### src/hw/rtl/tgarle_pkg.sv
// Shared types and constants for the TGA run-length pixel decoder.
package tgarle_pkg;

   localparam int BYTE_W       = 8;
   localparam int PIX_W        = 32;
   localparam int CSR_DATA_W   = 25;
   localparam int CSR_INDEX_W  = 2;
   localparam int RUN_W        = 8;
   localparam int BPP_W        = 3;
   localparam int RSP_DATA_W   = 40;

   localparam logic [BPP_W-1:0] BPP_ARGB1555 = 3'd2;
   localparam logic [BPP_W-1:0] BPP_BGR      = 3'd3;
   localparam logic [BPP_W-1:0] BPP_BGRA     = 3'd4;

   localparam int HDR_REPEAT_BIT = 7;
   localparam logic [7:0] HDR_COUNT_MASK = 8'h7f;

   localparam logic [7:0] MASK_RED_HI   = 8'h7c;
   localparam logic [7:0] MASK_GREEN_HI = 8'h03;
   localparam logic [7:0] MASK_GREEN_LO = 8'he0;
   localparam logic [7:0] MASK_BLUE     = 8'h1f;
   localparam logic [7:0] MASK_ALPHA1   = 8'h80;
   localparam logic [7:0] ALPHA_OPAQUE  = 8'd255;

   typedef enum logic [CSR_INDEX_W-1:0] {
      CSR_RLE_MODE    = 2'd0,
      CSR_BPP         = 2'd1,
      CSR_PIXEL_COUNT = 2'd2
   } csr_index_type;

   typedef struct packed {
      logic [7:0] alpha;
      logic [7:0] blue;
      logic [7:0] green;
      logic [7:0] red;
   } rgba_type;

endpackage

### src/hw/rtl/tgarle_color.sv
// Pixel format conversion: ARGB1555, BGR or BGRA bytes to RGBA.
module tgarle_color (
   input  logic [tgarle_pkg::PIX_W-1:0] pixel_bytes,
   input  logic [tgarle_pkg::BPP_W-1:0] bpp,
   output tgarle_pkg::rgba_type         color
);

   logic [7:0] b0, b1, b2, b3;

   assign b0 = pixel_bytes[7:0];
   assign b1 = pixel_bytes[15:8];
   assign b2 = pixel_bytes[23:16];
   assign b3 = pixel_bytes[31:24];

   always_comb begin
      if (bpp == tgarle_pkg::BPP_ARGB1555) begin
         // expand 5-bit channels by shifting up, no replication of low bits
         color.red   = {b1[6:2] & tgarle_pkg::MASK_RED_HI[6:2], 3'b000};
         color.green = {b1[1:0] & tgarle_pkg::MASK_GREEN_HI[1:0],
                        b0[7:5] & tgarle_pkg::MASK_GREEN_LO[7:5], 3'b000};
         color.blue  = {b0[4:0] & tgarle_pkg::MASK_BLUE[4:0], 3'b000};
         color.alpha = b1 & tgarle_pkg::MASK_ALPHA1;
      end else begin
         color.red   = b2;
         color.green = b1;
         color.blue  = b0;
         color.alpha = (bpp == tgarle_pkg::BPP_BGRA) ? b3 : tgarle_pkg::ALPHA_OPAQUE;
      end
   end

endmodule

### src/hw/rtl/tga_rle_pixel_decoder.sv
// TGA pixel-data decoder, uncompressed or run-length, one byte per beat.
//
// Takes one byte of TGA pixel data per cycle and emits one RGBA pixel with a
// run length when a pixel completes; header bytes and partial pixels give no
// output. Each byte is decoded in the cycle it is accepted and the result is
// held in an output register, so the block sustains one byte per clock; it
// stalls only while a held result is not taken. A run that would pass the
// configured pixel count is shortened, the run that reaches the count is
// marked with tlast, and after it bytes are dropped until a beat arrives with
// tuser set.
module tga_rle_pixel_decoder #(
   parameter int PIXEL_COUNT_BITS = 24
) (
   input  logic                                 clock,
   input  logic                                 reset,
   // input channel
   input  logic                                 req_tvalid,
   output logic                                 req_tready,
   input  logic [tgarle_pkg::BYTE_W-1:0]        req_tdata,   // [7:0] data_byte
   input  logic                                 req_tuser,   // [0] start_of_image
   // result channel
   output logic                                 rsp_tvalid,
   input  logic                                 rsp_tready,
   // [7:0] red, [15:8] green, [23:16] blue, [31:24] alpha, [39:32] run_length
   output logic [tgarle_pkg::RSP_DATA_W-1:0]    rsp_tdata,
   output logic                                 rsp_tlast,   // image_done
   // configuration
   input  logic                                 csr_we,
   input  logic [tgarle_pkg::CSR_INDEX_W-1:0]   csr_index,
   input  logic [tgarle_pkg::CSR_DATA_W-1:0]    csr_wdata
);

   localparam int LIM_W = PIXEL_COUNT_BITS + 1;

   // configuration
   logic                         rle_ff, rle_in;
   logic [tgarle_pkg::BPP_W-1:0] bpp_ff, bpp_in;
   logic [LIM_W-1:0]             lim_ff, lim_in;
   logic [32:0]                  cap_w, pc_w, lim_w;

   // decode state
   logic                          await_ff, await_in;
   logic [1:0]                    pos_ff, pos_in;
   logic [tgarle_pkg::PIX_W-1:0]  pix_ff, pix_in;
   logic                          rep_ff, rep_in;
   logic [tgarle_pkg::RUN_W-1:0]  rem_ff, rem_in;
   logic [LIM_W-1:0]              pd_ff, pd_in;
   logic                          fin_ff, fin_in;

   // state after an optional start-of-image clear
   logic                          s_await;
   logic [1:0]                    s_pos;
   logic [tgarle_pkg::PIX_W-1:0]  s_pix, pix_new;
   logic                          s_rep;
   logic [tgarle_pkg::RUN_W-1:0]  s_rem;
   logic [LIM_W-1:0]              s_pd;
   logic                          s_fin;

   logic                          accept, emit;
   logic [tgarle_pkg::RUN_W-1:0]  run_raw, run_out;
   logic [LIM_W:0]                sum;
   logic [LIM_W-1:0]              gap;
   logic                          pd_lt, clip;
   logic [7:0]                    byte_in;
   tgarle_pkg::rgba_type          color;

   // output register
   logic                               rsp_valid_ff, rsp_valid_in;
   logic [tgarle_pkg::RSP_DATA_W-1:0]  rsp_data_ff, rsp_data_in;
   logic                               rsp_last_ff, rsp_last_in;

   assign req_tready = !rsp_valid_ff || rsp_tready;
   assign accept     = req_tvalid && req_tready;
   assign byte_in    = req_tdata;

   // configuration writes; limit is clamped to [1, 2^PIXEL_COUNT_BITS] here
   assign cap_w = 33'(1) << PIXEL_COUNT_BITS;
   assign pc_w  = (csr_wdata == '0) ? 33'(1) : 33'(csr_wdata);
   assign lim_w = (pc_w > cap_w) ? cap_w : pc_w;

   always_comb begin
      rle_in = rle_ff;
      bpp_in = bpp_ff;
      lim_in = lim_ff;
      if (csr_we) begin
         unique case (csr_index)
            tgarle_pkg::CSR_RLE_MODE: rle_in = csr_wdata[0];
            tgarle_pkg::CSR_BPP: begin
               if (csr_wdata[2:0] < tgarle_pkg::BPP_ARGB1555) begin
                  bpp_in = tgarle_pkg::BPP_ARGB1555;
               end else if (csr_wdata[2:0] > tgarle_pkg::BPP_BGRA) begin
                  bpp_in = tgarle_pkg::BPP_BGRA;
               end else begin
                  bpp_in = csr_wdata[2:0];
               end
            end
            tgarle_pkg::CSR_PIXEL_COUNT: lim_in = lim_w[LIM_W-1:0];
            default: ;
         endcase
      end
   end

   // start-of-image clears decode state before the byte is used
   assign s_await = req_tuser ? rle_ff : await_ff;
   assign s_pos   = req_tuser ? 2'd0 : pos_ff;
   assign s_pix   = req_tuser ? '0 : pix_ff;
   assign s_rep   = req_tuser ? 1'b0 : rep_ff;
   assign s_rem   = req_tuser ? '0 : rem_ff;
   assign s_pd    = req_tuser ? '0 : pd_ff;
   assign s_fin   = req_tuser ? 1'b0 : fin_ff;

   always_comb begin
      pix_new = s_pix;
      pix_new[{s_pos, 3'b000} +: 8] = byte_in;
   end

   tgarle_color u_color (
      .pixel_bytes (pix_new),
      .bpp         (bpp_ff),
      .color       (color)
   );

   // a repeat packet spends all its pixels in one beat
   assign run_raw = (rle_ff && s_rep) ? s_rem : 8'd1;

   // run clipping against the pixel limit, all compares in parallel
   assign pd_lt = s_pd < lim_ff;
   assign sum   = {1'b0, s_pd} + (LIM_W+1)'(run_raw);
   assign gap   = lim_ff - s_pd;
   assign clip  = pd_lt ? (sum > {1'b0, lim_ff}) : (run_raw > 8'd1);
   assign run_out = clip ? (pd_lt ? gap[7:0] : 8'd1) : run_raw;

   always_comb begin
      await_in = await_ff;
      pos_in   = pos_ff;
      pix_in   = pix_ff;
      rep_in   = rep_ff;
      rem_in   = rem_ff;
      pd_in    = pd_ff;
      fin_in   = fin_ff;
      emit     = 1'b0;
      if (accept) begin
         await_in = s_await;
         pos_in   = s_pos;
         pix_in   = s_pix;
         rep_in   = s_rep;
         rem_in   = s_rem;
         pd_in    = s_pd;
         fin_in   = s_fin;
         if (!s_fin) begin
            if (rle_ff && (s_await || s_rem == '0)) begin
               // packet header
               rep_in   = byte_in[tgarle_pkg::HDR_REPEAT_BIT];
               rem_in   = (byte_in & tgarle_pkg::HDR_COUNT_MASK) + 8'd1;
               await_in = 1'b0;
               pos_in   = 2'd0;
            end else begin
               pix_in = pix_new;
               if ({1'b0, s_pos} + 3'd1 < bpp_ff) begin
                  pos_in = s_pos + 2'd1;
               end else begin
                  pos_in = 2'd0;
                  emit   = 1'b1;
                  if (rle_ff) begin
                     if (s_rep) begin
                        rem_in   = '0;
                        await_in = 1'b1;
                     end else begin
                        rem_in   = s_rem - 8'd1;
                        await_in = (s_rem == 8'd1);
                     end
                  end
                  if (clip) begin
                     pd_in = pd_lt ? lim_ff : s_pd + LIM_W'(1);
                  end else begin
                     pd_in = sum[LIM_W-1:0];
                  end
                  fin_in = clip || (sum >= {1'b0, lim_ff});
               end
            end
         end
      end
   end

   always_comb begin
      rsp_valid_in = rsp_valid_ff;
      rsp_data_in  = rsp_data_ff;
      rsp_last_in  = rsp_last_ff;
      if (accept && emit) begin
         rsp_valid_in = 1'b1;
         rsp_data_in  = {run_out, color.alpha, color.blue, color.green, color.red};
         rsp_last_in  = fin_in;
      end else if (rsp_tready) begin
         rsp_valid_in = 1'b0;
      end
   end

   always_ff @(posedge clock) begin
      if (reset) begin
         rle_ff       <= 1'b0;
         bpp_ff       <= tgarle_pkg::BPP_BGR;
         lim_ff       <= LIM_W'(1);
         await_ff     <= 1'b0;
         pos_ff       <= 2'd0;
         pix_ff       <= '0;
         rep_ff       <= 1'b0;
         rem_ff       <= '0;
         pd_ff        <= '0;
         fin_ff       <= 1'b0;
         rsp_valid_ff <= 1'b0;
      end else begin
         rle_ff       <= rle_in;
         bpp_ff       <= bpp_in;
         lim_ff       <= lim_in;
         await_ff     <= await_in;
         pos_ff       <= pos_in;
         pix_ff       <= pix_in;
         rep_ff       <= rep_in;
         rem_ff       <= rem_in;
         pd_ff        <= pd_in;
         fin_ff       <= fin_in;
         rsp_valid_ff <= rsp_valid_in;
      end
   end

   always_ff @(posedge clock) begin
      rsp_data_ff <= rsp_data_in;
      rsp_last_ff <= rsp_last_in;
   end

   assign rsp_tvalid = rsp_valid_ff;
   assign rsp_tdata  = rsp_data_ff;
   assign rsp_tlast  = rsp_last_ff;

endmodule

### config.mk
export PLATFORM = sky130hd
export DESIGN_NAME = tga_rle_pixel_decoder
export DESIGN_NICKNAME = d
export VERILOG_FILES = /design/src/hw/rtl/tgarle_pkg.sv /design/src/hw/rtl/tgarle_color.sv /design/src/hw/rtl/tga_rle_pixel_decoder.sv
export SDC_FILE = /design/constraint.sdc
export NUM_CORES = 1
export LEC_CHECK = 0
export BUFFER_PORTS_ARGS = -buffer_cell sky130_fd_sc_hd__buf_2
export CORE_MARGIN = 2
export CORE_UTILIZATION = 40
export CTS_BUF_LIST = sky130_fd_sc_hd__clkbuf_16
export CTS_CLUSTER_SIZE = 20
export DETAILED_ROUTE_END_ITERATION = 6
export SLEW_MARGIN = 20
export SYNTH_ARGS = -nofsm -noshare
export SYNTH_HDL_FRONTEND = slang
export SYNTH_SLANG_ARGS = --single-unit
### constraint.sdc
create_clock -name clock -period 8.41 [get_ports clock]
set_input_delay 2.1025 -clock clock [delete_from_list [all_inputs] [get_ports clock]]
set_output_delay 2.1025 -clock clock [all_outputs]
set_load 0.02 [all_outputs]
==> summary.txt <==
Run status
  • Result of the run: complete, no violations

Clock tree
  • Clk Latency, worst-skew pair: 0.43 ns
  • CTS Buf Count: 17
  • H-tree level count: 4
  • Hold buffer count at CTS: 0
  • Longest Clk Path Bufs: 2
  • Clock tree from TritonCTS: built
  • Cell at the root of the clock tree: sky130_fd_sc_hd__clkbuf_16
  • Post-CTS resize count: 0
  • Setup repair bufs after CTS: 0
  • CTS Sinks: 141
  • Clock edge transition at the registers on the reported setup and hold paths: around 0.070 ns

Floorplan
  • Initial standard-cell utilization of the core: 0.404
  • Die height: 163 µm
  • Full die area: 26500 µm²
  • Width of the die: 163 µm
  • Placeable core region: roughly 25000 µm²
  • I/O Pins: 84
  • Core Rows: 58

Global route
  • Wire length of the first global-routing pass: 51300 µm
  • Grt total ovfl: 0
  • Pin count of the biggest net entering global routing: 84
  • Number of global-route vias before repair: 8741
  • Met3 usage in global routing: 0.0351
  • Met1 usage in global routing: 0.327
  • Number of antenna violations at the first check in global routing: 0
  • GRT busiest layer: met2
  • Global-route track usage on met2: 0.411
  • All-Layer GR Usage: 0.250

Synthesis
  • Register bit count reported by yosys: 141
  • Share of async-settable or async-resettable flops after synthesis: 0
  • Cell taking the most area after synthesis: sky130_fd_sc_hd__dfxtp_1
  • Synthesized netlist cell count: approximately 1200
  • Main area contributors after synthesis: sky130_fd_sc_hd__dfxtp_1, sky130_fd_sc_hd__edfxtp_1, sky130_fd_sc_hd__ha_1
  • Synth cell count leaders: sky130_fd_sc_hd__nor2_1, sky130_fd_sc_hd__nand2_1, sky130_fd_sc_hd__dfxtp_1
  • Cell with the most instances after synthesis: sky130_fd_sc_hd__nor2_1
  • Most used flip-flop cell after synthesis: sky130_fd_sc_hd__dfxtp_1
  • Fraction of the yosys area taken by sequential cells: 0.320
  • EDFF count, synth: 41
  • Count of different cell masters after synthesis: 89
  • Post-synthesis cell area: 10100 µm²
  • Syn Nets: around 1300
  • Yosys warning count: 0
  • Synthesized area divided by synthesized cell count: 8.45 µm²
  • Share of Yosys cell area claimed by the top area cell type: 0.198

Place
  • Count of input and output buffers: 83
  • DP Wirelength: 23100 µm
  • Final weighted congestion in routability-driven placement: ~0.89

Layout
  • Share of cells above drive strength 1: 0.151
  • Area growth from synthesis to layout: 12.1%
  • Total area of sequential cells: 3230 µm²
  • Total area of multi-input combinational cells: 6330 µm²
  • Fin nets: 1358
  • Count of filler cells inserted in the layout: ~2500

Setup path
  • Data arrival at the endpoint of the critical path: 7.66 ns
  • Largest driver fanout on the critical path: 34
  • Category of the worst setup path capture point: flip-flop
  • Type of origin of the critical path: input pin
  • Req. time, crit path: 8.75 ns
  • Kind of critical path: input pin to flip-flop

Power and ir drop
  • Leakage dissipation: between 4 and 5 nW
  • Internal power consumption: 1.30 mW
  • Fraction of power consumed by sequential logic: 0.379
  • Switching power: 0.654 mW
  • Worst vdd ir: between 0.00009 and 0.0001 V
  • Clk network pwr share: 0.407
  • Share of total power consumed by net switching: 0.334
  • Combinational fraction of design power: 0.214
  • Power density cells: 173 nW/µm²
  • Power Total: 1.96 mW

Detailed routing
  • Initial DRT Pass Iterations: 5
  • Average wire per standard cell: around 21 µm
  • DRC violations left: 0
  • Remaining antenna violation count after routing: 0
  • Ratio of routed vias to standard cells: 5.84
  • Iteration-0 DRC Markers: 728
  • DRT Wirelength: 32600 µm
  • Routed via count: 9243

Job
  • Max-capacitance violation count: 0

STA
  • Total negative slack for setup checks: 0 ns
  • Number of max-slew violations in the final report: 0
  • Count of final hold-check violations: 0
  • Tightest hold margin: 0.470 ns
  • Headroom to the max-slew limit: 0.326
  • Final count of negative-setup-slack endpoints: 0
  • Clock tree skew after final layout: 0.0162 ns
  • Share of the clock period used by the worst path after layout: 0.870
  • Setup repair after global routing missed its margin: false
  • Crit path time final: 7.32 ns
  • Worst-margin pin slew: 1.01 ns
  • Highest achievable clock rate: 0.137 GHz

Worst hold path
  • Min-delay worst type: flip-flop to flip-flop
[kinds of logic (layout without fill, tap and decap cells)]
logic type	after synthesis	after routing	share of synthesized area
fa+ha+maj	78	78	0.0982
flops	141	141	0.320
simple gates	433	433	0.214
buf+inv	127	184	0.0548
mux	28	28	0.0290
compound gates	335	335	0.238
xor+xnor	53	53	0.0460
other cells	0	1	0
[worst paths after layout]
check        startpoint       end  slack [ns]  depth (start not counted)
max reg2reg      rep_ff  pd_ff[4]        2.37                         22
min reg2reg    pd_ff[7]  pd_ff[7]        0.47                          2
min            pd_ff[7]  pd_ff[7]        0.47                          2
max           req_tuser  pd_ff[4]        1.09                         22
[layout make-up]
cell class	count	share of cell area
Timing Repair Buffer	99	0.0473
Inverter	53	0.0176
Clock buffer	17	0.0376
Tap cell	330	0.0365
Clock inverter	15	0.0159
Sequential cell	141	0.286
Antenna cell	1	0.000221
Multi-Input combinational cell	927	0.559
[layer usage]
metal	wire length, µm	vias up
met5	0	-
met4	1320	0
met3	1670	47
met2	15400	308
met1	14200	4429
li1	-	4459
[power groups by stage]
stage          Sequential [mW]  Clock [mW]  Combinational [mW]
6_report                 0.742       0.798               0.419
2_1_floorplan            0.758           0               0.296
3_3_place_gp             0.756           0               0.412
4_1_cts                  0.741       0.810               0.415
5_1_grt                  0.744       0.837               0.457
3_5_place_dp             0.757           0               0.413
[cells in the final DEF (no fill, tap or decap), types with 27 or more instances in the layout]
| cell | instances |
|---|---|
| sky130_fd_sc_hd__ha_1 | 76 |
| sky130_fd_sc_hd__dfxtp_1 | 100 |
| sky130_fd_sc_hd__nor2_1 | 150 |
| sky130_fd_sc_hd__a21oi_1 | 78 |
| sky130_fd_sc_hd__a22oi_1 | 65 |
| sky130_fd_sc_hd__buf_2 | 83 |
| sky130_fd_sc_hd__nor2b_1 | 27 |
| sky130_fd_sc_hd__edfxtp_1 | 41 |
| sky130_fd_sc_hd__o21ai_0 | 42 |
| sky130_fd_sc_hd__xnor2_1 | 31 |
| sky130_fd_sc_hd__inv_1 | 49 |
| sky130_fd_sc_hd__nand2_1 | 106 |
[metrics by stage]
| step | std cells | util | area, µm² | worst slack (ns) |
|---|---|---|---|---|
| after CTS | 1582 | 0.453 | 11300 | 1.20 |
| after global placement | 1550 | 0.429 | 10700 | 0.874 |
| after global routing | 1582 | 0.453 | 11300 | 0.768 |
| after floorplan | 1195 | - | 10100 | 1.18 |
| after detailed placement | 1550 | 0.429 | 10700 | 0.776 |
| final | 1583 | 0.453 | 11300 | 1.09 |
[worst max-delay path, cell delays in order]
cell and delay (ns):
sky130_fd_sc_hd__buf_2 0.31, sky130_fd_sc_hd__or3_1 0.45, sky130_fd_sc_hd__ha_1 0.22, sky130_fd_sc_hd__inv_1 0.07, sky130_fd_sc_hd__fa_1 0.20, sky130_fd_sc_hd__nor3b_1 0.06
sky130_fd_sc_hd__mux2_4 0.32, sky130_fd_sc_hd__o311a_4 0.34, sky130_fd_sc_hd__o211a_1 0.33, sky130_fd_sc_hd__and3_1 0.21, sky130_fd_sc_hd__xor2_1 0.15, sky130_fd_sc_hd__ha_1 0.20
sky130_fd_sc_hd__a21oi_1 0.18, sky130_fd_sc_hd__o21ai_1 0.10, sky130_fd_sc_hd__a2111oi_2 0.41, sky130_fd_sc_hd__a31oi_1 0.16, sky130_fd_sc_hd__o31a_1 0.33, sky130_fd_sc_hd__o21ai_2 0.16
sky130_fd_sc_hd__buf_4 0.27, sky130_fd_sc_hd__nand2_1 0.47, sky130_fd_sc_hd__a221o_1 0.46, sky130_fd_sc_hd__a21oi_1 0.12
[sequential cells by signal, summed over array words and instances, names as in the netlist]
signal	cells
rsp_tdata	40
pix_ff	32
lim_ff	25
pd_ff	25
rem_ff	8
bpp_ff	3
pos_ff	2
await_ff	1
fin_ff	1
rep_ff	1
rle_ff	1
rsp_tlast	1
rsp_tvalid	1
Note: power is estimated with default switching activity, not from simulation.
